## src/rtl/lrfc_pkg.sv

```systemverilog
package lrfc_pkg;

    // Sizes of the two stores
    parameter int FRAME_BYTES = 16;
    parameter int LEVEL_SLOTS = 8;
    parameter int FS_AW       = $clog2(FRAME_BYTES);
    parameter int SLOT_AW     = (LEVEL_SLOTS > 1) ? $clog2(LEVEL_SLOTS) : 1;
    parameter int COUNT_MAX   = 31;
    parameter int CNT_W       = $clog2(COUNT_MAX + 1);

    // Field and register widths
    parameter int OPCODE_W    = 3;
    parameter int BYTE_W      = 8;
    parameter int SLOT_IDX_W  = 4;
    parameter int MODE_W      = 3;
    parameter int SEND_W      = 2;
    parameter int STATUS_W    = 3;
    parameter int DIST_W      = 32;
    parameter int LEVEL_W     = 16;
    parameter int RELOAD_W    = 15;
    parameter int BUDGET_W    = 16;
    parameter int CFG_IDX_W   = 1;
    parameter int CFG_DATA_W  = 32;

    // Frame layout
    parameter logic [BYTE_W-1:0] HDR_BYTE = 8'hAA;
    parameter logic [BYTE_W-1:0] CMD_BYTE = 8'h22;
    parameter int HDR_POS     = 0;
    parameter int CMD_POS     = 3;
    parameter int DIST_POS    = 6;

    // Reset values
    parameter logic [DIST_W-1:0]   MAX_DIST_RESET = 32'd4000;
    parameter logic [RELOAD_W-1:0] RELOAD_RESET   = 15'd10;
    parameter logic [BUDGET_W-1:0] BUDGET_RESET   = 16'd10;

    // Configuration register indexes
    parameter logic [CFG_IDX_W-1:0] REG_MAX_DIST = 1'd0;
    parameter logic [CFG_IDX_W-1:0] REG_RELOAD   = 1'd1;

    typedef enum logic [OPCODE_W-1:0] {
        OP_RX_BYTE   = 3'd0,
        OP_POLL      = 3'd1,
        OP_POWER_ON  = 3'd2,
        OP_READ_LVL  = 3'd3,
        OP_POWER_OFF = 3'd4,
        OP_READ_SLOT = 3'd5
    } t_opcode;

    typedef enum logic [MODE_W-1:0] {
        MODE_INIT  = 3'd0,
        MODE_ON    = 3'd1,
        MODE_OFF   = 3'd2,
        MODE_READ  = 3'd3,
        MODE_DONE  = 3'd4,
        MODE_ABORT = 3'd5
    } t_mode;

    typedef enum logic [SEND_W-1:0] {
        SEND_NONE     = 2'd0,
        SEND_POWER_ON = 2'd1,
        SEND_GET_DIST = 2'd2
    } t_send;

    typedef enum logic [STATUS_W-1:0] {
        ST_NO_FRAME = 3'd0,
        ST_OK       = 3'd1,
        ST_BAD_HDR  = 3'd2,
        ST_NO_SYNC  = 3'd3,
        ST_RANGE    = 3'd4
    } t_status;

    typedef enum logic [3:0] {
        S_IDLE,
        S_CHECK,
        S_HEAD,
        S_SYNC,
        S_SEARCH,
        S_GATHER,
        S_RANGE,
        S_SCAN,
        S_FIN
    } t_ctrl_state;

    // Datapath commands issued by the sequencer
    typedef enum logic [3:0] {
        DP_NOP,
        DP_ACCEPT,
        DP_HEAD,
        DP_SYNC,
        DP_SEARCH,
        DP_GATHER,
        DP_RANGE,
        DP_SCAN,
        DP_FIN
    } t_dp_op;

    typedef struct packed {
        logic pending;
        logic mode_done;
        logic mode_read;
        logic hdr_match;
        logic cmd_match;
        logic search_end;
        logic gather_last;
        logic in_range;
        logic slot_empty;
        logic scan_last;
    } t_dp_sts;

endpackage

```

## src/rtl/lrfc_ctrl.sv

```systemverilog
module lrfc_ctrl (
    input  logic                          i_clk,
    input  logic                          i_rst_n,
    input  logic                          start,
    input  logic [lrfc_pkg::OPCODE_W-1:0] i_opcode,
    input  lrfc_pkg::t_dp_sts             i_sts,
    output lrfc_pkg::t_dp_op              o_op,
    output logic                          busy
);

    lrfc_pkg::t_ctrl_state r_state;
    lrfc_pkg::t_ctrl_state n_state;

    always_ff @(posedge i_clk) begin
        if (!i_rst_n) begin
            r_state <= lrfc_pkg::S_IDLE;
        end else begin
            r_state <= n_state;
        end
    end

    // Next state
    always_comb begin
        n_state = r_state;
        unique case (r_state)
            lrfc_pkg::S_IDLE: begin
                if (start && (i_opcode == lrfc_pkg::OP_POLL)) begin
                    n_state = lrfc_pkg::S_CHECK;
                end
            end
            lrfc_pkg::S_CHECK: begin
                if (i_sts.mode_done || !i_sts.pending) begin
                    n_state = lrfc_pkg::S_FIN;
                end else begin
                    n_state = lrfc_pkg::S_HEAD;
                end
            end
            lrfc_pkg::S_HEAD: begin
                if (i_sts.hdr_match && i_sts.mode_read) begin
                    n_state = lrfc_pkg::S_SYNC;
                end else begin
                    n_state = lrfc_pkg::S_FIN;
                end
            end
            lrfc_pkg::S_SYNC: begin
                if (i_sts.cmd_match) begin
                    n_state = lrfc_pkg::S_GATHER;
                end else begin
                    n_state = lrfc_pkg::S_SEARCH;
                end
            end
            lrfc_pkg::S_SEARCH: begin
                if (i_sts.search_end) begin
                    n_state = lrfc_pkg::S_FIN;
                end else if (i_sts.hdr_match) begin
                    n_state = lrfc_pkg::S_GATHER;
                end
            end
            lrfc_pkg::S_GATHER: begin
                if (i_sts.gather_last) begin
                    n_state = lrfc_pkg::S_RANGE;
                end
            end
            lrfc_pkg::S_RANGE: begin
                if (i_sts.in_range) begin
                    n_state = lrfc_pkg::S_SCAN;
                end else begin
                    n_state = lrfc_pkg::S_FIN;
                end
            end
            lrfc_pkg::S_SCAN: begin
                if (i_sts.slot_empty || i_sts.scan_last) begin
                    n_state = lrfc_pkg::S_FIN;
                end
            end
            lrfc_pkg::S_FIN: begin
                n_state = lrfc_pkg::S_IDLE;
            end
            default: begin
                n_state = lrfc_pkg::S_IDLE;
            end
        endcase
    end

    // Outputs
    always_comb begin
        busy = 1'b1;
        o_op = lrfc_pkg::DP_NOP;
        unique case (r_state)
            lrfc_pkg::S_IDLE: begin
                busy = 1'b0;
                if (start) begin
                    o_op = lrfc_pkg::DP_ACCEPT;
                end
            end
            lrfc_pkg::S_CHECK:  o_op = lrfc_pkg::DP_NOP;
            lrfc_pkg::S_HEAD:   o_op = lrfc_pkg::DP_HEAD;
            lrfc_pkg::S_SYNC:   o_op = lrfc_pkg::DP_SYNC;
            lrfc_pkg::S_SEARCH: o_op = lrfc_pkg::DP_SEARCH;
            lrfc_pkg::S_GATHER: o_op = lrfc_pkg::DP_GATHER;
            lrfc_pkg::S_RANGE:  o_op = lrfc_pkg::DP_RANGE;
            lrfc_pkg::S_SCAN:   o_op = lrfc_pkg::DP_SCAN;
            lrfc_pkg::S_FIN:    o_op = lrfc_pkg::DP_FIN;
            default:            o_op = lrfc_pkg::DP_NOP;
        endcase
    end

endmodule

```

## src/rtl/lrfc_dp.sv

```systemverilog
module lrfc_dp (
    input  logic                            i_clk,
    input  logic                            i_rst_n,
    input  lrfc_pkg::t_dp_op                i_op,
    output lrfc_pkg::t_dp_sts               o_sts,
    input  logic                            i_cfg_we,
    input  logic [lrfc_pkg::CFG_IDX_W-1:0]  i_cfg_idx,
    input  logic [lrfc_pkg::CFG_DATA_W-1:0] i_cfg_data,
    input  logic [lrfc_pkg::OPCODE_W-1:0]   i_opcode,
    input  logic [lrfc_pkg::BYTE_W-1:0]     i_rx_byte,
    input  logic [lrfc_pkg::SLOT_IDX_W-1:0] i_slot_index,
    output logic                            o_valid,
    output logic [lrfc_pkg::MODE_W-1:0]     o_mode,
    output logic [lrfc_pkg::SEND_W-1:0]     o_send_command,
    output logic [lrfc_pkg::STATUS_W-1:0]   o_parse_status,
    output logic [lrfc_pkg::DIST_W-1:0]     o_distance_value,
    output logic                            o_slot_written,
    output logic [lrfc_pkg::SLOT_IDX_W-1:0] o_slot_number,
    output logic [lrfc_pkg::LEVEL_W-1:0]    o_level_value
);

    // Configuration
    logic [lrfc_pkg::DIST_W-1:0]   r_max;
    logic [lrfc_pkg::RELOAD_W-1:0] r_reload;

    // Block state
    lrfc_pkg::t_mode               r_mode,    n_mode;
    logic signed [lrfc_pkg::BUDGET_W-1:0] r_budget, n_budget;
    logic                          r_pending, n_pending;
    logic [lrfc_pkg::BYTE_W-1:0]   r_fs [lrfc_pkg::FRAME_BYTES];
    logic [lrfc_pkg::BYTE_W-1:0]   n_fs [lrfc_pkg::FRAME_BYTES];
    logic [lrfc_pkg::CNT_W-1:0]    r_count,   n_count;
    logic [lrfc_pkg::LEVEL_W-1:0]  r_slots [lrfc_pkg::LEVEL_SLOTS];
    logic [lrfc_pkg::LEVEL_W-1:0]  n_slots [lrfc_pkg::LEVEL_SLOTS];
    logic [lrfc_pkg::DIST_W-1:0]   r_dist,    n_dist;

    // Walk state
    logic [lrfc_pkg::CNT_W-1:0]    r_idx,     n_idx;
    logic [lrfc_pkg::FS_AW-1:0]    r_at,      n_at;

    // Result registers
    logic                          r_valid,   n_valid;
    lrfc_pkg::t_send               r_send,    n_send;
    lrfc_pkg::t_status             r_status,  n_status;
    logic                          r_wrote,   n_wrote;
    logic [lrfc_pkg::SLOT_IDX_W-1:0] r_slot_no, n_slot_no;
    logic [lrfc_pkg::LEVEL_W-1:0]  r_level,   n_level;

    // Read ports
    logic [lrfc_pkg::CNT_W-1:0]    n_bytes;
    logic [lrfc_pkg::CNT_W-1:0]    g_sum;
    logic [lrfc_pkg::CNT_W-1:0]    g_base;
    logic [lrfc_pkg::FS_AW-1:0]    fs_addr;
    logic [lrfc_pkg::BYTE_W-1:0]   fs_rd;
    logic [lrfc_pkg::SLOT_AW-1:0]  slot_addr;
    logic [lrfc_pkg::LEVEL_W-1:0]  slot_rd;
    logic [lrfc_pkg::CNT_W-1:0]    base_cnt;

    assign n_bytes = (r_count >= lrfc_pkg::CNT_W'(lrfc_pkg::FRAME_BYTES)) ?
                     lrfc_pkg::CNT_W'(lrfc_pkg::FRAME_BYTES) : r_count;

    // Byte of the distance field; after a resync it sits at offset r_at,
    // unless the shifted copy would have run past the batch.
    assign g_base = lrfc_pkg::CNT_W'(lrfc_pkg::DIST_POS) + lrfc_pkg::CNT_W'(r_idx[1:0]);
    assign g_sum  = g_base + lrfc_pkg::CNT_W'(r_at);

    always_comb begin
        case (i_op)
            lrfc_pkg::DP_HEAD:   fs_addr = lrfc_pkg::FS_AW'(lrfc_pkg::HDR_POS);
            lrfc_pkg::DP_SYNC:   fs_addr = lrfc_pkg::FS_AW'(lrfc_pkg::CMD_POS);
            lrfc_pkg::DP_SEARCH: fs_addr = r_idx[lrfc_pkg::FS_AW-1:0];
            lrfc_pkg::DP_GATHER: fs_addr = (g_sum < n_bytes) ?
                                           g_sum[lrfc_pkg::FS_AW-1:0] :
                                           g_base[lrfc_pkg::FS_AW-1:0];
            default:             fs_addr = '0;
        endcase
    end

    assign fs_rd     = r_fs[fs_addr];
    assign slot_addr = (i_op == lrfc_pkg::DP_ACCEPT) ?
                       i_slot_index[lrfc_pkg::SLOT_AW-1:0] :
                       r_idx[lrfc_pkg::SLOT_AW-1:0];
    assign slot_rd   = r_slots[slot_addr];
    assign base_cnt  = r_pending ? r_count : '0;

    always_comb begin
        o_sts.pending     = r_pending;
        o_sts.mode_done   = (r_mode == lrfc_pkg::MODE_DONE);
        o_sts.mode_read   = (r_mode == lrfc_pkg::MODE_READ);
        o_sts.hdr_match   = (fs_rd == lrfc_pkg::HDR_BYTE);
        o_sts.cmd_match   = (fs_rd == lrfc_pkg::CMD_BYTE);
        o_sts.search_end  = (r_idx >= n_bytes);
        o_sts.gather_last = (r_idx[1:0] == 2'd3);
        o_sts.in_range    = (r_dist <= r_max);
        o_sts.slot_empty  = (slot_rd == '0);
        o_sts.scan_last   = (r_idx[lrfc_pkg::SLOT_AW-1:0] ==
                             lrfc_pkg::SLOT_AW'(lrfc_pkg::LEVEL_SLOTS - 1));
    end

    always_comb begin
        n_mode    = r_mode;
        n_budget  = r_budget;
        n_pending = r_pending;
        n_fs      = r_fs;
        n_count   = r_count;
        n_slots   = r_slots;
        n_dist    = r_dist;
        n_idx     = r_idx;
        n_at      = r_at;
        n_valid   = 1'b0;
        n_send    = r_send;
        n_status  = r_status;
        n_wrote   = r_wrote;
        n_slot_no = r_slot_no;
        n_level   = r_level;

        case (i_op)
            lrfc_pkg::DP_ACCEPT: begin
                n_send    = lrfc_pkg::SEND_NONE;
                n_status  = lrfc_pkg::ST_NO_FRAME;
                n_wrote   = 1'b0;
                n_slot_no = '0;
                n_level   = '0;
                n_valid   = (i_opcode != lrfc_pkg::OP_POLL);
                unique case (i_opcode)
                    lrfc_pkg::OP_RX_BYTE: begin
                        // first byte of a batch clears the store
                        if (!r_pending) begin
                            for (int j = 0; j < lrfc_pkg::FRAME_BYTES; j++) begin
                                n_fs[j] = '0;
                            end
                        end
                        if (base_cnt < lrfc_pkg::CNT_W'(lrfc_pkg::FRAME_BYTES)) begin
                            n_fs[base_cnt[lrfc_pkg::FS_AW-1:0]] = i_rx_byte;
                        end
                        n_count   = (base_cnt < lrfc_pkg::CNT_W'(lrfc_pkg::COUNT_MAX)) ?
                                    base_cnt + lrfc_pkg::CNT_W'(1) : base_cnt;
                        n_pending = 1'b1;
                    end
                    lrfc_pkg::OP_POLL: begin
                        if (r_budget <= 0) begin
                            n_mode = lrfc_pkg::MODE_ABORT;
                        end
                    end
                    lrfc_pkg::OP_POWER_ON:  n_mode = lrfc_pkg::MODE_ON;
                    lrfc_pkg::OP_READ_LVL:  n_mode = lrfc_pkg::MODE_READ;
                    lrfc_pkg::OP_POWER_OFF: n_mode = lrfc_pkg::MODE_OFF;
                    lrfc_pkg::OP_READ_SLOT: begin
                        n_slot_no = i_slot_index;
                        if (lrfc_pkg::CNT_W'(i_slot_index) <
                            lrfc_pkg::CNT_W'(lrfc_pkg::LEVEL_SLOTS)) begin
                            n_level = slot_rd;
                        end
                    end
                    default: begin
                    end
                endcase
            end
            lrfc_pkg::DP_HEAD: begin
                n_pending = 1'b0;
                if (!o_sts.hdr_match) begin
                    n_status = lrfc_pkg::ST_BAD_HDR;
                end else if (!o_sts.mode_read) begin
                    n_status = lrfc_pkg::ST_OK;
                    if (r_mode == lrfc_pkg::MODE_ON) begin
                        n_budget = lrfc_pkg::BUDGET_W'(r_reload);
                        n_mode   = lrfc_pkg::MODE_DONE;
                    end
                end
            end
            lrfc_pkg::DP_SYNC: begin
                n_at  = '0;
                n_idx = o_sts.cmd_match ? lrfc_pkg::CNT_W'(0) : lrfc_pkg::CNT_W'(1);
            end
            lrfc_pkg::DP_SEARCH: begin
                if (o_sts.search_end) begin
                    n_status = lrfc_pkg::ST_NO_SYNC;
                end else if (o_sts.hdr_match) begin
                    n_at  = r_idx[lrfc_pkg::FS_AW-1:0];
                    n_idx = '0;
                end else begin
                    n_idx = r_idx + lrfc_pkg::CNT_W'(1);
                end
            end
            lrfc_pkg::DP_GATHER: begin
                n_dist = {r_dist[lrfc_pkg::DIST_W-lrfc_pkg::BYTE_W-1:0], fs_rd};
                n_idx  = r_idx + lrfc_pkg::CNT_W'(1);
            end
            lrfc_pkg::DP_RANGE: begin
                n_idx = '0;
                if (!o_sts.in_range) begin
                    n_status = lrfc_pkg::ST_RANGE;
                end
            end
            lrfc_pkg::DP_SCAN: begin
                if (o_sts.slot_empty) begin
                    n_slots[r_idx[lrfc_pkg::SLOT_AW-1:0]] = r_dist[lrfc_pkg::LEVEL_W-1:0];
                    n_budget  = lrfc_pkg::BUDGET_W'(r_reload);
                    n_wrote   = 1'b1;
                    n_slot_no = lrfc_pkg::SLOT_IDX_W'(r_idx);
                    n_level   = r_dist[lrfc_pkg::LEVEL_W-1:0];
                    n_status  = lrfc_pkg::ST_OK;
                end else if (o_sts.scan_last) begin
                    n_mode   = lrfc_pkg::MODE_DONE;
                    n_budget = lrfc_pkg::BUDGET_W'(r_reload);
                    n_status = lrfc_pkg::ST_OK;
                end else begin
                    n_idx = r_idx + lrfc_pkg::CNT_W'(1);
                end
            end
            lrfc_pkg::DP_FIN: begin
                n_valid = 1'b1;
                if (r_mode == lrfc_pkg::MODE_READ) begin
                    n_send   = lrfc_pkg::SEND_GET_DIST;
                    n_budget = r_budget - lrfc_pkg::BUDGET_W'(1);
                end else if (r_mode == lrfc_pkg::MODE_ON) begin
                    n_send   = lrfc_pkg::SEND_POWER_ON;
                    n_budget = r_budget - lrfc_pkg::BUDGET_W'(1);
                end
            end
            default: begin
            end
        endcase
    end

    always_ff @(posedge i_clk) begin
        if (!i_rst_n) begin
            r_max     <= lrfc_pkg::MAX_DIST_RESET;
            r_reload  <= lrfc_pkg::RELOAD_RESET;
            r_mode    <= lrfc_pkg::MODE_INIT;
            r_budget  <= lrfc_pkg::BUDGET_RESET;
            r_pending <= 1'b0;
            r_count   <= '0;
            r_dist    <= '0;
            r_valid   <= 1'b0;
            for (int j = 0; j < lrfc_pkg::LEVEL_SLOTS; j++) begin
                r_slots[j] <= '0;
            end
        end else begin
            if (i_cfg_we && (i_cfg_idx == lrfc_pkg::REG_MAX_DIST)) begin
                r_max <= i_cfg_data;
            end
            if (i_cfg_we && (i_cfg_idx == lrfc_pkg::REG_RELOAD)) begin
                r_reload <= i_cfg_data[lrfc_pkg::RELOAD_W-1:0];
            end
            r_mode    <= n_mode;
            r_budget  <= n_budget;
            r_pending <= n_pending;
            r_count   <= n_count;
            r_dist    <= n_dist;
            r_valid   <= n_valid;
            r_slots   <= n_slots;
        end
    end

    // Payload; the frame store is cleared by the first byte of every batch
    always_ff @(posedge i_clk) begin
        r_fs      <= n_fs;
        r_idx     <= n_idx;
        r_at      <= n_at;
        r_send    <= n_send;
        r_status  <= n_status;
        r_wrote   <= n_wrote;
        r_slot_no <= n_slot_no;
        r_level   <= n_level;
    end

    assign o_valid          = r_valid;
    assign o_mode           = r_mode;
    assign o_send_command   = r_send;
    assign o_parse_status   = r_status;
    assign o_distance_value = r_dist;
    assign o_slot_written   = r_wrote;
    assign o_slot_number    = r_slot_no;
    assign o_level_value    = r_level;

endmodule

```

## src/rtl/laser_range_frame_collector_core.sv

```systemverilog
// Channel   Handshake               Payload
// -------   ---------------------   ------------------------------------------
// request   start & !busy           i_opcode, i_rx_byte, i_slot_index
// result    o_valid (1 cycle)       o_mode, o_send_command, o_parse_status,
//                                   o_distance_value, o_slot_written,
//                                   o_slot_number, o_level_value
// config    i_cfg_we                i_cfg_idx (0 range limit, 1 budget reload),
//                                   i_cfg_data
//
// Every request except a poll is done at once: its result strobes in
// the next cycle and busy never rises, so requests may follow back to back.
// A poll walks the frame store one byte a cycle through a single read port
// and then the level slots one a cycle; its longest walk is a resync over
// a full frame plus a full slot scan.
// Reset (i_rst_n low, synchronous) brings back the reset mode, budget,
// configuration registers and empty level slots at once; no clearing pass.
// The result is shown for exactly one cycle; the receiver cannot stall it.
module laser_range_frame_collector_core (
    input  logic                            i_clk,
    input  logic                            i_rst_n,
    // request
    input  logic                            start,
    output logic                            busy,
    input  logic [lrfc_pkg::OPCODE_W-1:0]   i_opcode,
    input  logic [lrfc_pkg::BYTE_W-1:0]     i_rx_byte,
    input  logic [lrfc_pkg::SLOT_IDX_W-1:0] i_slot_index,
    // configuration write
    input  logic                            i_cfg_we,
    input  logic [lrfc_pkg::CFG_IDX_W-1:0]  i_cfg_idx,
    input  logic [lrfc_pkg::CFG_DATA_W-1:0] i_cfg_data,
    // result
    output logic                            o_valid,
    output logic [lrfc_pkg::MODE_W-1:0]     o_mode,
    output logic [lrfc_pkg::SEND_W-1:0]     o_send_command,
    output logic [lrfc_pkg::STATUS_W-1:0]   o_parse_status,
    output logic [lrfc_pkg::DIST_W-1:0]     o_distance_value,
    output logic                            o_slot_written,
    output logic [lrfc_pkg::SLOT_IDX_W-1:0] o_slot_number,
    output logic [lrfc_pkg::LEVEL_W-1:0]    o_level_value
);

    // Sequencer command and datapath flags
    lrfc_pkg::t_dp_op  dp_op;
    lrfc_pkg::t_dp_sts dp_sts;

    // Sequencer: one state per parse step (header, sync byte, resync
    // search, distance gather, range check, slot scan, finish).
    lrfc_ctrl u_ctrl (
        .i_clk    (i_clk),
        .i_rst_n  (i_rst_n),
        .start    (start),
        .i_opcode (i_opcode),
        .i_sts    (dp_sts),
        .o_op     (dp_op),
        .busy     (busy)
    );

    // Datapath: frame store, level slots, mode/budget and result registers.
    lrfc_dp u_dp (
        .i_clk            (i_clk),
        .i_rst_n          (i_rst_n),
        .i_op             (dp_op),
        .o_sts            (dp_sts),
        .i_cfg_we         (i_cfg_we),
        .i_cfg_idx        (i_cfg_idx),
        .i_cfg_data       (i_cfg_data),
        .i_opcode         (i_opcode),
        .i_rx_byte        (i_rx_byte),
        .i_slot_index     (i_slot_index),
        .o_valid          (o_valid),
        .o_mode           (o_mode),
        .o_send_command   (o_send_command),
        .o_parse_status   (o_parse_status),
        .o_distance_value (o_distance_value),
        .o_slot_written   (o_slot_written),
        .o_slot_number    (o_slot_number),
        .o_level_value    (o_level_value)
    );

endmodule

```

## config.mk

```make
export PLATFORM = sky130hd
export DESIGN_NAME = laser_range_frame_collector_core
export DESIGN_NICKNAME = d
export VERILOG_FILES = /design/src/rtl/lrfc_pkg.sv /design/src/rtl/lrfc_ctrl.sv /design/src/rtl/lrfc_dp.sv /design/src/rtl/laser_range_frame_collector_core.sv
export SDC_FILE = /design/constraint.sdc
export NUM_CORES = 1
export LEC_CHECK = 0
export ABC_AREA = 1
export BUFFER_PORTS_ARGS = -buffer_cell sky130_fd_sc_hd__buf_4
export CAP_MARGIN = 20
export CORE_MARGIN = 3
export CORE_UTILIZATION = 60
export DETAILED_ROUTE_END_ITERATION = 7
export PLACE_DENSITY = 0.79
export REMOVE_ABC_BUFFERS = 1
export SLEW_MARGIN = 20
export SYNTH_ARGS = -nofsm -noshare
export SYNTH_HDL_FRONTEND = slang
export SYNTH_SLANG_ARGS = --single-unit
```

## constraint.sdc

```tcl
create_clock -name i_clk -period 19.4 [get_ports i_clk]
set_clock_uncertainty 0.2 [all_clocks]
set_input_delay 3.88 -clock i_clk [delete_from_list [all_inputs] [get_ports i_clk]]
set_output_delay 3.88 -clock i_clk [all_outputs]
set_load 0.005 [all_outputs]
```

==> impl_results.rst <==
.. list-table::
   :header-rows: 1

   * - Metric
     - Value
   * - Antenna fix cells
     - 0
   * - Weighted congestion at the end of routability-driven global placement
     - 0.900
   * - Share of synthesized cell area in full adder, half adder and majority cells
     - 0.0332
   * - Setup repair after global routing missed its margin
     - false
   * - Warnings from Yosys
     - 0
   * - Clk buf depth
     - 3
   * - Core Region
     - 0.0329 sq mm
   * - Type of origin of the critical path
     - input port
   * - Share of flip-flops with an asynchronous set or reset
     - 0
   * - Largest family of logic cells by synthesized area
     - simple AND/OR/NAND/NOR gates
   * - Proportion of synthesized area in mux cells
     - 0.000992
   * - CTS tree
     - built
   * - Worst Tran Pin Value
     - 1.09 ns
   * - Sum of net half-perimeters after detailed placement
     - 35700 um
   * - WP data required
     - around 20 ns
   * - Register bit total from synthesis
     - 400
   * - Top Ports
     - around 120
   * - Number of nets with antenna violations after routing
     - 0
   * - Cell with the most instances after synthesis
     - nand2_1
   * - CP Data Arrival Time
     - between 7 and 8 ns
   * - Post-Synth XOR/XNOR Area
     - 0.00477
   * - Static leakage
     - 8.93 nW
   * - Share of the synthesized area in the top cell type
     - 0.242
   * - Count of hold buffers inserted by post-cts repair
     - 0
   * - Area leader, netlist
     - edfxtp_1
   * - Post-layout instance area
     - 0.0225 sq mm
   * - Distinct cell type count of the synthesized netlist
     - 44
   * - Mapped Area
     - 0.0202 sq mm
   * - Worst hold path depth
     - 2
   * - Clock network latency to the later pin of the worst-skew pair
     - roughly 0.56 ns
   * - Port buffer count
     - 114
   * - DRC violation count after routing
     - 0
   * - Multi-input gate area in the final layout
     - 0.00859 sq mm
   * - Die W
     - ~190 um
   * - Via count of the first global-routing pass
     - 17400
   * - Complex-gate fraction of the synthesized area
     - 0.158
   * - GRT Residual Overflow
     - 0
   * - Clock root buffer
     - clkbuf_16
   * - Die Y
     - 189 um
   * - Drt wl/cell
     - between 15 and 20 um
   * - Antenna violations before repair
     - 0
   * - Instance area at placement
     - 0.0211 sq mm
   * - EDFF count, synth
     - around 160
   * - Reg clk slew, reported paths
     - 0.06 ns
   * - Run status
     - completed
   * - Vias per cell
     - 5.97
   * - Total power divided by cell area
     - 114 mW/mm^2
   * - Final period utilization
     - 0.388
   * - Maximum vdd ir drop
     - approximately 0.078 mV
   * - Pin count of the biggest net entering global routing
     - 96
   * - Final wirelength
     - ~56000 um
   * - Seq/Total Area, Yosys
     - 0.478
   * - Worst Setup Path Type
     - input port to register
   * - Main flop type after synthesis
     - dfxtp_1
   * - Slew Viols, Final
     - 0
   * - Gate Count Post-Synth
     - 2599
   * - Crit path capture type
     - register
   * - Die outline area
     - 0.0359 sq mm
   * - H-tree levels
     - 2
   * - Global-route wire length before repair
     - roughly 90000 um
   * - Number of cells upsized or downsized after cts
     - 0
   * - Fraction of final layout cells sized beyond drive strength 1
     - 0.0894
   * - Register area
     - 0.00964 sq mm
   * - Routed via count
     - 18400
   * - Starting utilization of the core area
     - 0.614
   * - Average footprint of a synthesized cell
     - 7.77 sq um
   * - Inserted Clock Buffers
     - 43
   * - Max FO, Critical Path
     - 33
   * - Max-capacitance violation count
     - 0
   * - Clock Sinks
     - 400
   * - Total Negative Setup Slacks
     - 0 ns
   * - Headroom to the max-slew limit
     - 0.272
   * - Area growth from synthesis to layout
     - 11.6%
   * - Class of the most critical hold timing path
     - register to register
   * - Final setup violation count
     - 0
   * - Number of setup buffers added after CTS
     - 0
   * - Number of fill cells in the layout
     - about 2700
   * - Simple-gate area share of the yosys netlist
     - 0.228
   * - Number of hold-slack violations in the final timing report
     - 0
   * - Upper clock frequency limit
     - 133 MHz
   * - Detailed Route Iter0 Violations
     - between 2000 and 2500
   * - Total power
     - 2.58 mW
   * - Cell types occupying the most area after synthesis
     - edfxtp_1, dfxtp_1, nand3_1, nand2_1, o21ai_0
   * - Final critical-path required period
     - 7.54 ns
   * - Pre-Repair DR Iteration Count
     - 6
   * - Most used standard cells in the synthesized netlist
     - nand2_1, nand3_1, inv_1
   * - NumNets Final
     - 2723
   * - Number of placement rows
     - 66
   * - Number of cells on the worst reg-to-reg path
     - 29
   * - Total GRT Usage
     - 0.304
-- per-layer routing --
metal	global-route usage	up-vias	routed length, um
met5	0	-	0
met4	0.141	0	2610
met3	0.0455	180	5140
met2	0.505	1040	26600
met1	0.395	8498	21700
li1	-	8730	-
-- worst max-delay path: stages --
cell and delay [ns]:
buf_4 0.10, inv_1 0.07, nor2_4 0.24, nand2_1 0.10, o21ai_2 0.07, buf_4 0.42, inv_2 0.39, nand3_1 0.21
nand2_1 0.06, nand2_1 0.05, o21ai_1 0.12, nor2_1 0.25, nand4_1 0.22, nor3_4 0.30, nand2_4 0.19, nor2_2 0.77
nand2_1 0.15, a21oi_1 0.18
-- stage by stage --
step / util / instances / hold WS, ns / setup slack [ns]
after detailed placement: 0.643 / 3015 / 0.240 / 11.48
after CTS: 0.685 / 3092 / 0.249 / 11.96
after global placement: 0.642 / 3014 / 0.237 / 11.60
final: 0.685 / 3092 / 0.253 / 11.86
after floorplan: - / 2433 / 0.224 / 4.65
after global routing: 0.685 / 3092 / 0.265 / 11.73
-- report_power, final --
part           total, mW  internal, mW  switching (mW)
Combinational      0.768         0.241           0.528
Sequential         0.993         0.947          0.0463
Clock              0.816         0.478           0.338
-- cell usage in the layout (no fill, tap or decap), types with 7 or more instances in the layout --
cell       synthesis  final
nand2_1          426    425
nand3_1          333    333
inv_1            331    331
o21ai_0          296    296
dfxtp_1          237    236
a21oi_1          214    214
nor2_1           176    176
edfxtp_1         163    163
buf_4              7    139
ha_1              52     52
clkbuf_16          0     44
nand3b_1          41     41
o211ai_1          41     41
o21ai_1           16     16
nand4_1           14     14
nor3_1            13     11
o22ai_1           10     10
clkbuf_1         106      9
inv_2              7      7
a31oi_1            7      7
-- cells by family after synthesis --
group,after synthesis
flops,400
fa+ha+maj,53
mux,2
xor+xnor,11
buf+inv,504
simple gates,1028
compound gates,601
-- flip-flops by register name, indices dropped and copies added (netlist names) --
name and flops:
u_ctrl.r_state 4, u_dp.o_distance_value 32, u_dp.o_level_value 16, u_dp.o_mode 3, u_dp.o_parse_status 3, u_dp.o_send_command 2, u_dp.o_slot_number 4, u_dp.o_slot_written 1
u_dp.o_valid 1, u_dp.r_at 4, u_dp.r_budget 16, u_dp.r_count 5, u_dp.r_fs 128, u_dp.r_idx 5, u_dp.r_max 32, u_dp.r_pending 1
u_dp.r_reload 15, u_dp.r_slots 128
-- worst paths after layout --
check	start	end	slack (ns)
worst max-delay path	start	u_dp.r_slots[63]	11.86
worst min-delay path	u_dp.r_slots[58]	u_dp.r_slots[58]	0.25
worst min register to register	u_dp.r_slots[58]	u_dp.r_slots[58]	0.25
worst max register to register	u_dp.r_idx[1]	u_dp.r_budget[2]	13.29
-- final cells by class --
type,instances,area share
clock buffers,59,0.0541
clock inverters,18,0.00778
inverters,338,0.0563
multi-input cells,1695,0.381
flip-flops and latches,400,0.428
well taps,442,0.0246
repair buffers,140,0.0476
No activity file was read; power rests on OpenSTA's default activity.
